<file path="config.mk">
export PLATFORM = sky130hd
export DESIGN_NAME = iso8583_message_unpacker_top_flat
export DESIGN_NICKNAME = d
export VERILOG_FILES = /design/src/rtl/imu_pkg.sv /design/src/rtl/imu_stream_if.sv /design/src/rtl/imu_ram.sv /design/src/rtl/imu_field_find.sv /design/src/rtl/iso8583_message_unpacker_top.sv /design/src/flat_wrapper.sv
export SDC_FILE = /design/constraint.sdc
export NUM_CORES = 2
export LEC_CHECK = 0
export ABC_AREA = 0
export BUFFER_PORTS_ARGS = -buffer_cell sky130_fd_sc_hd__buf_2
export CORE_MARGIN = 1.5
export CORE_UTILIZATION = 55
export CTS_BUF_LIST = sky130_fd_sc_hd__clkbuf_16
export CTS_CLUSTER_SIZE = 24
export DETAILED_ROUTE_END_ITERATION = 10
export GPL_ROUTABILITY_DRIVEN = 0
export PLACE_DENSITY = 0.75
export SYNTH_ARGS = -nofsm -noshare
export SYNTH_HDL_FRONTEND = slang
export SYNTH_HIERARCHICAL = 1
export SYNTH_SLANG_ARGS = --single-unit
</file>
<file path="constraint.sdc">
create_clock -name clk -period 34.4 [get_ports clk]
set_input_delay 6.88 -clock clk [delete_from_list [all_inputs] [get_ports clk]]
set_output_delay 6.88 -clock clk [all_outputs]
set_load 0.005 [all_outputs]
</file>
<file path="src/rtl/imu_pkg.sv">
`timescale 1ns / 1ps
`default_nettype none
// ----------------------------------------------------------------------------
// imu_pkg
// Shared types and constants of the ISO 8583 message unpacker.
// ----------------------------------------------------------------------------
package imu_pkg;

  localparam int NumFields       = 128;
  localparam int MaxFieldLen     = 30000;
  localparam int MaxPrefixDigits = 20;
  localparam int HeaderBytes     = 4 + 16;
  localparam int FieldAw         = $clog2(NumFields);
  localparam int DefW            = 20;

  typedef enum logic [0:0] {
    OP_DEFINE = 1'b0,
    OP_BYTE   = 1'b1
  } imu_op_t;

  typedef enum logic [2:0] {
    ST_OK        = 3'd0,
    ST_SHORT     = 3'd1,
    ST_TRUNCATED = 3'd2,
    ST_OVER_LEN  = 3'd3,
    ST_BAD_DIGIT = 3'd4
  } imu_status_t;

  typedef enum logic [2:0] {
    PH_MTI,
    PH_BITMAP,
    PH_PREFIX,
    PH_CONTENT,
    PH_COMPLETE,
    PH_DRAIN,
    PH_LOAD
  } imu_phase_t;

  typedef struct packed {
    logic        opcode;
    logic [7:0]  def_field;
    logic [4:0]  def_prefix_digits;
    logic [14:0] def_max_len;
    logic [7:0]  msg_byte;
    logic        msg_last;
  } imu_in_t;

  typedef struct packed {
    logic        data_valid;
    logic [7:0]  field_number;
    logic [7:0]  field_byte;
    logic [14:0] byte_offset;
    logic        field_end;
    logic [14:0] field_length;
    logic        msg_done;
    logic [2:0]  status;
  } imu_out_t;

  // Result of the next-field search.
  typedef struct packed {
    logic               found;
    logic [FieldAw-1:0] index;
  } imu_find_t;

endpackage
`default_nettype wire

</file>
<file path="src/rtl/imu_stream_if.sv">
`timescale 1ns / 1ps
`default_nettype none
// ----------------------------------------------------------------------------
// imu_in_if / imu_out_if
// Valid/ready channels for input requests and result requests.
// ----------------------------------------------------------------------------
interface imu_in_if;
  import imu_pkg::*;
  logic    valid;
  logic    ready;
  imu_in_t data;
  modport source (output valid, output data, input ready);
  modport sink (input valid, input data, output ready);
endinterface

interface imu_out_if;
  import imu_pkg::*;
  logic     valid;
  logic     ready;
  imu_out_t data;
  modport source (output valid, output data, input ready);
  modport sink (input valid, input data, output ready);
endinterface
`default_nettype wire

</file>
<file path="src/rtl/imu_ram.sv">
`timescale 1ns / 1ps
`default_nettype none
// ----------------------------------------------------------------------------
// imu_ram
// Generic RAM: one write port, one read port with registered read data.
// ----------------------------------------------------------------------------
module imu_ram #(
  parameter int Width = 8,
  parameter int Depth = 16
) (
  input  wire logic                     clk,
  input  wire logic                     wr_en,
  input  wire logic [$clog2(Depth)-1:0] wr_addr,
  input  wire logic [Width-1:0]         wr_data,
  input  wire logic                     rd_en,
  input  wire logic [$clog2(Depth)-1:0] rd_addr,
  output      logic [Width-1:0]         rd_data
);

  logic [Width-1:0] mem [Depth];

  // Write and registered read.
  always_ff @(posedge clk) begin
    if (wr_en) begin
      mem[wr_addr] <= wr_data;
    end
    if (rd_en) begin
      rd_data <= mem[rd_addr];
    end
  end

endmodule
`default_nettype wire

</file>
<file path="src/rtl/imu_field_find.sv">
`timescale 1ns / 1ps
`default_nettype none
// ----------------------------------------------------------------------------
// imu_field_find
// Finds the lowest present, non-empty field at or above a start field.
// ----------------------------------------------------------------------------
module imu_field_find (
  input  wire logic [imu_pkg::NumFields-1:0] present,
  input  wire logic [imu_pkg::NumFields-1:0] nonempty,
  input  wire logic [7:0]                    start,
  output      imu_pkg::imu_find_t            result
);
  import imu_pkg::*;

  logic [NumFields-1:0] cand;

  // Candidate k stands for field k+1.
  always_comb begin
    for (int k = 0; k < NumFields; k++) begin
      cand[k] = present[k] & nonempty[k] & ((k + 1) >= int'(start));
    end
  end

  // Priority encoder, lowest field wins.
  always_comb begin
    result.found = 1'b0;
    result.index = '0;
    for (int k = NumFields - 1; k >= 0; k--) begin
      if (cand[k]) begin
        result.found = 1'b1;
        result.index = FieldAw'(k);
      end
    end
  end

endmodule
`default_nettype wire

</file>
<file path="src/rtl/iso8583_message_unpacker_top.sv">
`timescale 1ns / 1ps
`default_nettype none
// ----------------------------------------------------------------------------
// iso8583_message_unpacker_top
// Streams ISO 8583 messages with a 128-bit bitmap into per-field content bytes.
// ----------------------------------------------------------------------------
// Each request is a field definition write or one message byte. A byte that
// moves the parser on to a new field stalls the input: the next present field
// is found in the same cycle, but its definition is read from the definition
// RAM with registered read data, and no request is taken while that read is
// pending. Results wait in an output register, and the block keeps taking
// requests while a result is held there and the sink is taking it.
// ----------------------------------------------------------------------------
module iso8583_message_unpacker_top (
  input wire logic   clk,
  input wire logic   rst,
  imu_in_if.sink     msg_in,
  imu_out_if.source  res_out
);
  import imu_pkg::*;

  imu_phase_t           phase, phase_next;
  logic [NumFields-1:0] pb, pb_next;
  logic [NumFields-1:0] ne;
  logic [15:0]          cnt, cnt_next;
  logic [7:0]           cur, cur_next;
  logic [4:0]           dleft, dleft_next;
  logic [14:0]          acc, acc_next;
  logic [14:0]          cleft, cleft_next;
  logic [14:0]          maxl, maxl_next;
  logic                 err, err_next;
  logic                 rd_pend, rd_pend_next;
  logic                 out_valid;
  imu_out_t             out_data, res;
  logic                 has_res;

  logic                 accept;
  imu_in_t              d;
  logic                 def_ok;
  logic [2:0]           len_digits;
  logic [FieldAw-1:0]   def_k;
  logic [DefW-1:0]      rd_data;
  logic [7:0]           find_start;
  imu_find_t            found;
  logic                 rd_en;

  assign d       = msg_in.data;
  assign msg_in.ready = (!out_valid || res_out.ready) && !rd_pend;
  assign accept  = msg_in.valid && msg_in.ready;
  assign res_out.valid = out_valid;
  assign res_out.data  = out_data;

  // Validity of a definition write.
  always_comb begin
    priority if (d.def_max_len >= 15'd10000) len_digits = 3'd5;
    else if (d.def_max_len >= 15'd1000) len_digits = 3'd4;
    else if (d.def_max_len >= 15'd100) len_digits = 3'd3;
    else if (d.def_max_len >= 15'd10) len_digits = 3'd2;
    else len_digits = 3'd1;
    def_ok = (d.def_field >= 8'd2) && (int'(d.def_field) <= NumFields)
          && (int'(d.def_prefix_digits) <= MaxPrefixDigits)
          && (int'(d.def_max_len) <= MaxFieldLen)
          && !((d.def_prefix_digits != 5'd0) && (d.def_max_len != 15'd0)
               && (5'(len_digits) > d.def_prefix_digits));
  end
  assign def_k = FieldAw'(d.def_field - 8'd1);

  // Bitmap capture; the final bitmap byte is visible to the search at once.
  always_comb begin
    pb_next = pb;
    if (accept && d.opcode == OP_BYTE && phase == PH_BITMAP) begin
      for (int i = 0; i < 8; i++) begin
        pb_next[{cnt[3:0] - 4'd4, 3'(i)}] = d.msg_byte[7 - i];
      end
    end
  end

  // Search start: field 2 after the bitmap, otherwise the field after the current one.
  always_comb begin
    find_start = (phase == PH_BITMAP) ? 8'd2 : cur + 8'd1;
  end

  imu_field_find u_find (
    .present  (pb_next),
    .nonempty (ne),
    .start    (find_start),
    .result   (found)
  );

  imu_ram #(.Width(DefW), .Depth(NumFields)) u_defs (
    .clk     (clk),
    .wr_en   (accept && d.opcode == OP_DEFINE && def_ok),
    .wr_addr (def_k),
    .wr_data ({d.def_prefix_digits, d.def_max_len}),
    .rd_en   (rd_en),
    .rd_addr (found.index),
    .rd_data (rd_data)
  );

  // Per-byte parser step.
  always_comb begin
    logic        adv;
    logic        done;
    logic [2:0]  st;
    logic [18:0] prod;
    phase_next   = phase;
    cnt_next     = cnt;
    cur_next     = cur;
    dleft_next   = dleft;
    acc_next     = acc;
    cleft_next   = cleft;
    maxl_next    = maxl;
    err_next     = err;
    rd_pend_next = 1'b0;
    rd_en        = 1'b0;
    res          = '0;
    adv          = 1'b0;
    done         = 1'b0;
    st           = ST_OK;
    prod         = '0;
    has_res      = 1'b0;

    if (rd_pend) begin
      // Definition of the newly selected field has arrived.
      acc_next   = (rd_data[19:15] != 5'd0) ? 15'd0 : rd_data[14:0];
      cleft_next = rd_data[14:0];
      dleft_next = rd_data[19:15];
      maxl_next  = rd_data[14:0];
      phase_next = (rd_data[19:15] != 5'd0) ? PH_PREFIX : PH_CONTENT;
    end else if (accept && d.opcode == OP_DEFINE) begin
      // A rewrite of the field under way changes its length limit.
      if (def_ok && (d.def_field == cur)) begin
        maxl_next = d.def_max_len;
      end
    end else if (accept) begin
      if (cnt != 16'hFFFF) begin
        cnt_next = cnt + 16'd1;
      end
      unique case (phase)
        PH_MTI: begin
          res.data_valid   = 1'b1;
          res.field_byte   = d.msg_byte;
          res.byte_offset  = {13'd0, cnt[1:0]};
          res.field_length = 15'd4;
          if (cnt >= 16'd3) begin
            res.field_end = 1'b1;
            phase_next    = PH_BITMAP;
          end
        end
        PH_BITMAP: begin
          if (cnt >= 16'd19) begin
            adv = 1'b1;
          end
        end
        PH_PREFIX: begin
          if (d.msg_byte < 8'h30 || d.msg_byte > 8'h39) begin
            done = 1'b1; st = ST_BAD_DIGIT; err_next = 1'b1; phase_next = PH_DRAIN;
          end else begin
            prod = 19'(acc) * 19'd10 + 19'(d.msg_byte - 8'h30);
            acc_next = (prod > 19'(MaxFieldLen + 1)) ? 15'(MaxFieldLen + 1) : prod[14:0];
            if (dleft != 5'd0) begin
              dleft_next = dleft - 5'd1;
            end
            if (dleft <= 5'd1) begin
              if (acc_next > maxl) begin
                done = 1'b1; st = ST_OVER_LEN; err_next = 1'b1; phase_next = PH_DRAIN;
              end else if (acc_next == 15'd0) begin
                adv = 1'b1;
              end else begin
                cleft_next = acc_next;
                phase_next = PH_CONTENT;
              end
            end
          end
        end
        PH_CONTENT: begin
          res.data_valid   = 1'b1;
          res.field_number = cur;
          res.field_byte   = d.msg_byte;
          res.field_length = acc;
          res.byte_offset  = acc - cleft;
          if (cleft != 15'd0) begin
            cleft_next = cleft - 15'd1;
          end
          if (cleft <= 15'd1) begin
            res.field_end = 1'b1;
            adv           = 1'b1;
          end
        end
        default: begin
        end
      endcase

      // Move on to the next present field, or finish the field list.
      if (adv) begin
        if (found.found) begin
          cur_next     = 8'(found.index) + 8'd1;
          acc_next     = 15'd0;
          phase_next   = PH_LOAD;
          rd_en        = 1'b1;
          rd_pend_next = 1'b1;
        end else begin
          phase_next = PH_COMPLETE;
        end
      end

      if (phase_next == PH_COMPLETE && cnt >= 16'(HeaderBytes) && !done) begin
        done       = 1'b1;
        st         = ST_OK;
        phase_next = PH_DRAIN;
      end

      // The last byte always closes the message.
      if (d.msg_last) begin
        if (!done && phase_next != PH_DRAIN) begin
          done = 1'b1;
          st   = (cnt < 16'(HeaderBytes)) ? ST_SHORT : ST_TRUNCATED;
        end
        phase_next   = PH_MTI;
        cnt_next     = '0;
        cur_next     = '0;
        dleft_next   = '0;
        acc_next     = '0;
        cleft_next   = '0;
        err_next     = 1'b0;
        rd_pend_next = 1'b0;
      end

      res.msg_done = done;
      res.status   = st;
      has_res      = res.data_valid || done;
    end
  end

  // Parser state registers.
  always_ff @(posedge clk) begin
    if (rst) begin
      phase   <= PH_MTI;
      pb      <= '0;
      cnt     <= '0;
      cur     <= '0;
      dleft   <= '0;
      acc     <= '0;
      cleft   <= '0;
      maxl    <= '0;
      err     <= 1'b0;
      rd_pend <= 1'b0;
    end else begin
      phase   <= phase_next;
      pb      <= (accept && d.opcode == OP_BYTE && d.msg_last) ? '0 : pb_next;
      cnt     <= cnt_next;
      cur     <= cur_next;
      dleft   <= dleft_next;
      acc     <= acc_next;
      cleft   <= cleft_next;
      maxl    <= maxl_next;
      err     <= err_next;
      rd_pend <= rd_pend_next;
    end
  end

  // Non-empty mask, one flag per field.
  always_ff @(posedge clk) begin
    if (rst) begin
      ne <= '0;
    end else if (accept && d.opcode == OP_DEFINE && def_ok) begin
      ne[def_k] <= (d.def_prefix_digits != 5'd0) || (d.def_max_len != 15'd0);
    end
  end

  // Output register.
  always_ff @(posedge clk) begin
    if (rst) begin
      out_valid <= 1'b0;
    end else if (accept && has_res) begin
      out_valid <= 1'b1;
    end else if (res_out.ready) begin
      out_valid <= 1'b0;
    end
  end

  always_ff @(posedge clk) begin
    if (accept && has_res) begin
      out_data <= res;
    end
  end

  // A pending definition read always stalls the input.
  a_load_stall : assert property (@(posedge clk) disable iff (rst)
    rd_pend |-> !msg_in.ready)
    else $error("request taken during definition read");

  a_load_once : assert property (@(posedge clk) disable iff (rst)
    rd_pend |=> !rd_pend)
    else $error("definition read lasted more than one cycle");

  a_status_done : assert property (@(posedge clk) disable iff (rst)
    (out_valid && !out_data.msg_done) |-> (out_data.status == ST_OK))
    else $error("status without message end");

  a_no_overwrite : assert property (@(posedge clk) disable iff (rst)
    (out_valid && !res_out.ready) |=> ($stable(out_data) && out_valid))
    else $error("held result was overwritten");

endmodule
`default_nettype wire

</file>
<file path="src/flat_wrapper.sv">
// flat-port wrapper written by rule: the top's interface ports become plain ports
module iso8583_message_unpacker_top_flat import imu_pkg::*;
  (clk, rst, msg_in_valid, msg_in_data, msg_in_ready, res_out_valid, res_out_data, res_out_ready);
  imu_in_if msg_in_i ();
  imu_out_if res_out_i ();
  input wire logic clk;
  input wire logic rst;
  input wire logic [$bits(msg_in_i.valid)-1:0] msg_in_valid;
  input wire logic [$bits(msg_in_i.data)-1:0] msg_in_data;
  output wire logic [$bits(msg_in_i.ready)-1:0] msg_in_ready;
  output wire logic [$bits(res_out_i.valid)-1:0] res_out_valid;
  output wire logic [$bits(res_out_i.data)-1:0] res_out_data;
  input wire logic [$bits(res_out_i.ready)-1:0] res_out_ready;
  assign msg_in_i.valid = msg_in_valid;
  assign msg_in_i.data = msg_in_data;
  assign msg_in_ready = msg_in_i.ready;
  assign res_out_valid = res_out_i.valid;
  assign res_out_data = res_out_i.data;
  assign res_out_i.ready = res_out_ready;
  iso8583_message_unpacker_top u_core (.clk(clk), .rst(rst), .msg_in(msg_in_i), .res_out(res_out_i));
endmodule
</file>
# After elaboration in Yosys (flattened, before gate mapping)
# Memories as Yosys holds them, arrays and structs flattened. A register that Yosys moved wholly into a read port is not among the register bits.
# Index checks and enable logic that the tools add are counted.
# op_classes
n_addsub,10
multipliers,1
magnitude_cmp,165
n_eq_ne,14
n_mux,268
n_bitwise,261
n_reduce_logical,64
# ops
cell,n
$bwmux 128,9
$mux 8,132
$ge 7x8->1 const A,64
$mux 15,22
$and 1x1->1,256
$ge 6x8->1 const A,32
$ge 5x8->1 const A,16
$mux 128,1
$mux 3,26
$pmux 39 s2,1
$lt 7x8->1 const B,9
$ge 4x8->1 const A,8
$ge 7x1->1 const B,9
$mux 1,52
$mux 5,7
$demux 1 s4,8
$ge 16x5->1 const B,2
$ge 3x8->1 const A,4
$mux 16,2
$pmux 15 s2,1
$reduce_bool 15->1,2
$logic_and 1x1->1,27
$add 19x19->19,1
$gt 19x15->1 const B,1
60 further kinds,91
# totals
reg_bits,387
mem_bits_rw,2560
output_inout_bits,54
word_cells,803
mem_count,1
# mem_list
memory,depth,width,rd,rd_ports_with_merged_regs,write_ports,line,rtl
u_core.u_defs.mem,128,20,1,1,1,imu_ram.sv:20,logic [Width-1:0] mem [Depth];

# Depth between registers and ports, before layout
# logic_depth
depth_word,169
depth_mapped,37
mapped_depth_nobuf,33

# Modules after synthesis
# Netlist, hierarchy kept.
# by_module_without_submodules
mod,n_inst,cells_per_inst,area_per_inst_um2,seq_area_each_um2
imu_ram,1,3812,98156.6,77474.3
iso8583_message_unpacker_top,1,2420,20533.4,8267.9
imu_field_find,1,775,4624.4,0.0

# Least setup slack after synthesis
# OpenSTA, ideal clock, no wires.
# synth_path
path_type,input to register
from,input msg_in_data[5]
to,register u_core.out_data (netlist bit u_core/res_out.data[0]) (enable)
t_arrival_ps,15042
t_required_ps,33907
setup_slack_ps,18865
cell_stages,25
path_cell_list,ha_1 -> nor3_1 -> ha_1 -> a2111oi_4 -> o21ai_1 -> a41oi_2 -> o21bai_1 -> a21oi_1 -> mux2i_4 -> o2111a_2 -> buf_2 -> clkbuf_1 -> nand2_1 -> ha_1 -> a21o_1 -> a21o_1 -> a21oi_1 -> o21ai_0 -> a21o_1 -> or2_2 -> and3_1 -> and3_1 -> nor4_1 -> nand2_1 -> a31oi_1
# synth_via
elab_chain_cells,160
word_cells_on_any_way,449
classes_between,add/sub: 2; order compare: 4; eq/ne: 2; mux: 176; bitwise: 256; reduce/logical: 9
# synth_rtl
item,line,rtl
from (decl),flat_wrapper.sv:9,input wire logic [$bits(msg_in_i.data)-1:0] msg_in_data;
$bwmux 128 (5 in series),iso8583_message_unpacker_top.sv:73,"pb_next[{cnt[3:0] - 4'd4, 3'(i)}] = d.msg_byte[7 - i];"
$mux 128,iso8583_message_unpacker_top.sv:71,if (accept && d.opcode == OP_BYTE && phase == PH_BITMAP) begin
$and 1x1->1 (2 in series),imu_field_find.sv:20,cand[k] = present[k] & nonempty[k] & ((k + 1) >= int'(start));
$mux 8 (128 in series),imu_field_find.sv:29,if (cand[k]) begin
$mux 2,iso8583_message_unpacker_top.sv:196,if (found.found) begin
$mux 3,iso8583_message_unpacker_top.sv:195,if (adv) begin
$mux 3,iso8583_message_unpacker_top.sv:135,end else if (accept) begin
$mux 3,iso8583_message_unpacker_top.sv:130,end else if (accept && d.opcode == OP_DEFINE) begin
[12 not listed],--,
$mux 1 (*),iso8583_message_unpacker_top.sv:135,
$mux 1 (*),iso8583_message_unpacker_top.sv:130,
$mux 1 (*),iso8583_message_unpacker_top.sv:123,if (rd_pend) begin
$logic_or 1x1->1 (*),iso8583_message_unpacker_top.sv:231,has_res = res.data_valid || done;
$mux 1 (*),iso8583_message_unpacker_top.sv:135,
$mux 1 (*),iso8583_message_unpacker_top.sv:130,
$mux 1 (*),iso8583_message_unpacker_top.sv:123,
$logic_and 1x1->1 (*),iso8583_message_unpacker_top.sv:283,if (accept && has_res) begin
to (signal assigned),iso8583_message_unpacker_top.sv:284,out_data <= res;
to (decl),iso8583_message_unpacker_top.sv:34,"imu_out_t out_data, res;"
# Every way passes the cells marked *; elsewhere a longest branch is shown, timed or not. The select of a mux whose other input is x is not followed.
# A chain may end at the register's enable or synchronous reset.

==> flow_metrics.tcl <==
set metrics [dict create \
    clock-sinks 2967 \
    p_leak_uw 0.04286 \
    regToRegSetupSlack_ns 23.84 \
    cts_tree "built" \
    antenna_found_initial 27 \
    portBuffers 95 \
    finClkSkew_ns 0.05852 \
    fin_area_um2 137400 \
    clockBufferDepth 4 \
    first_pass_iters 8 \
    rr_worst_depth 20 \
    dp_cells 9877 \
    utilization_pct 61.73 \
    post_cts_resized 0 \
    timing.rr.start "u_core/phase[0]" \
    post_cts.repair.setup_buffers 0 \
    drtAntennaViolNets 0 \
    core-area_um2 222500 \
    vias 71570 \
    ios 96 \
    fp.dieH_um 476.5 \
    required_ns 35.09 \
    crit_start "res_out_ready" \
    max_cap_viol_count 0 \
    critPathLaunchType "input port" \
    synth_cells 7007 \
    die_area_um2 227100 \
    synth.top_cell.area_share_pct 64.09 \
    yosys_warnings 6 \
    avgSynthCellArea_um2 17.60 \
    numCtsBuffers 306 \
    async_flop_share_pct 0 \
    synth_cell_types 114 \
    grt.overflow.total 0 \
    fin_tns_setup_ns 0 \
    worstSetupPathType "in2reg" \
    wl_mm 347.6 \
    grt_pass1_wl_mm 496.4 \
    root_buffer "clkbuf_16" \
    clock_latency_ns 0.94 \
    netlist_area_um2 123300 \
    power.total_uw 7295 \
    first_global_vias 70370 \
    synthTopCellsByArea "edfxtp_1 64%, mux4_2 15%, dfxtp_1 5.4%, nor2_1 1.5%, mux2_2 1.3%" \
    crit_path_frequent_cell "buf_4" \
    post-route-period-util_pct 46.02 \
    setup_viol 0 \
    nNetsFinal 7343 \
    dp_hpwl_mm 195.4 \
    wl_per_cell_um 33.37 \
    synth_edf_count 2632 \
    drc 0 \
    vias_per_cell 6.870 \
    grt_start_max_net_pins 135 \
    postCtsHoldBufs 0 \
    rsz0062_at_grt "false" \
    slowest_delay_ns 0.77 \
    end_kind "register" \
    grt_use_total_pct 30.28 \
    final-max-slew-violation-count 0 \
    cp.arrival_ns 16.52 \
    ir_drop_mv 0.04398 \
    worstPathMaxFanout 40 \
    synth_fp_nets 7139 \
    die_w_um 476.5 \
    r2r-end "u_core/u_defs/rd_data[2]" \
    h-tree-depth 5 \
    tightest_slew_ns 1.352 \
    slowest_stage "buf_4" \
    initial_core_util_pct 55.42 \
    yosys.area.top_type "edfxtp_1" \
    min_to "u_core/ne[73]" \
    drt_iter0_markers 11240 \
    synth_flop_cell "edfxtp_1" \
    relSlewSlack_pct 9.895 \
    worstHoldStart "u_core/ne[73]" \
    area_delta_synth_final_pct 11.39 \
    clk_pin_slew_ns 0.07 \
    yosysMostFrequentCell "edfxtp_1" \
    pwr_density_cell_nw_per_um2 53.11 \
    ys_seq_elements 2967 \
    place_area_um2 128100 \
    seq_area_frac_synth_pct 69.53 \
    hp-class "reg2reg" \
    synth_commonest_cells "2632 x edfxtp_1, 840 x mux4_2, 501 x nor2_1" \
    drive_gt1_share_pct 25.83 \
    core.rowCount 173 \
    max_freq_ghz 0.06317 \
    min_period_ns 15.83 \
    status "finished, final reports clean" \
    whs_path_depth 2 \
    fin_cells 10420 \
    hold_viol_final 0 \
]
==> placed cells by master, fill, tap and decap left out, types with 74 or more instances in the layout <==
cell type,n
a21oi_1,240
buf_2,74
buf_4,237
clkbuf_16,312
dfxtp_1,334
edfxtp_1,2632
ha_1,87
inv_1,146
mux2_2,138
mux4_2,840
nand2_1,324
nand3_1,88
nor2_1,374
nor2_2,104
nor2b_1,154
nor3_1,200
o21ai_0,212
==> how the worst max path moves through the flow <==
stage / endpoint / slack, ns / cells past startpoint
after detailed placement: u_core/u_defs/rd_data[2] / 17.65 / 25
after global placement: u_core/u_defs/rd_data[2] / 17.73 / 25
after CTS: u_core/u_defs/rd_data[2] / 18.58 / 25
after floorplan: u_core/res_out.data[0] / 18.87 / 25
final: u_core/u_defs/rd_data[2] / 18.57 / 25
after global routing: u_core/u_defs/rd_data[2] / 17.89 / 25
==> where the power goes <==
part	switching [uW]	internal [uW]
combinational	174	55.3
sequential	5.82	3920
clock	1360	1780
total	1540	5760
==> per-layer routing <==
metal	vias to the layer above	wire length, um	track usage (%)
li1	28600	-	-
met1	36380	121900	40.35
met2	5475	164400	47.82
met3	1090	42780	7.080
met4	16	18460	13.79
met5	-	98	0
==> kinds of logic (layout without fill, tap and decap cells) <==
| kind of cell | count (synthesis) | count (layout) | share of synthesized area [%] |
|---|---|---|---|
| XOR/XNOR | 80 | 80 | 0.5682 |
| other | 0 | 10 | 0 |
| multiplexers | 998 | 998 | 16.78 |
| flip-flops | 2967 | 2967 | 69.53 |
| AO/OA/AOI/OAI | 828 | 828 | 4.457 |
| adder cells (fa/ha/maj) | 90 | 90 | 0.9314 |
| buffers and inverters | 501 | 926 | 1.722 |
| AND/OR/NAND/NOR | 1543 | 1543 | 6.012 |
==> cell type report <==
cell class,instances,area (um^2)
Antenna cell,10,25.02
Clock buffer,312,7807
Clock inverter,217,1466
Fill cell,15170,85150
Inverter,81,304.0
Multi-Input combinational cell,3539,36070
Sequential cell,2967,85740
Tap cell,2975,3722
Timing Repair Buffer,316,2226
==> registers in the layout, indices dropped and copies added (netlist names) <==
| register | count |
|---|---|
| u_core/res_out.data | 52 |
| u_core/ne | 128 |
| u_core/cleft | 15 |
| u_core/cnt | 16 |
| u_core/phase | 3 |
| u_core/dleft | 5 |
| u_core/rd_pend | 1 |
| u_core/u_defs/rd_data | 20 |
| u_core/acc | 15 |
| u_core/res_out.valid | 1 |
| u_core/cur | 8 |
| u_core/maxl | 15 |
| u_core/u_defs/mem | 2560 |
| u_core/pb | 128 |
==> worst max-delay path, delay by kind of cell <==
| kind | cells | cell delay, ns |
|---|---|---|
| buffers and inverters | 7 | 3.93 |
| muxes | 4 | 1.98 |
| AOI/OAI and AO/OA | 8 | 1.85 |
| and+or+nand+nor | 6 | 1.67 |
==> stage by stage <==
stage | setup slack, ns | hold slack, ns
6_report | 18.57 | 0.4767
5_1_grt | 17.89 | 0.5014
4_1_cts | 18.58 | 0.4769
3_5_place_dp | 17.65 | 0.4677
3_3_place_gp | 17.73 | 0.4638
2_1_floorplan | 18.87 | 0.4490
Note: power is estimated with default switching activity, not from simulation.
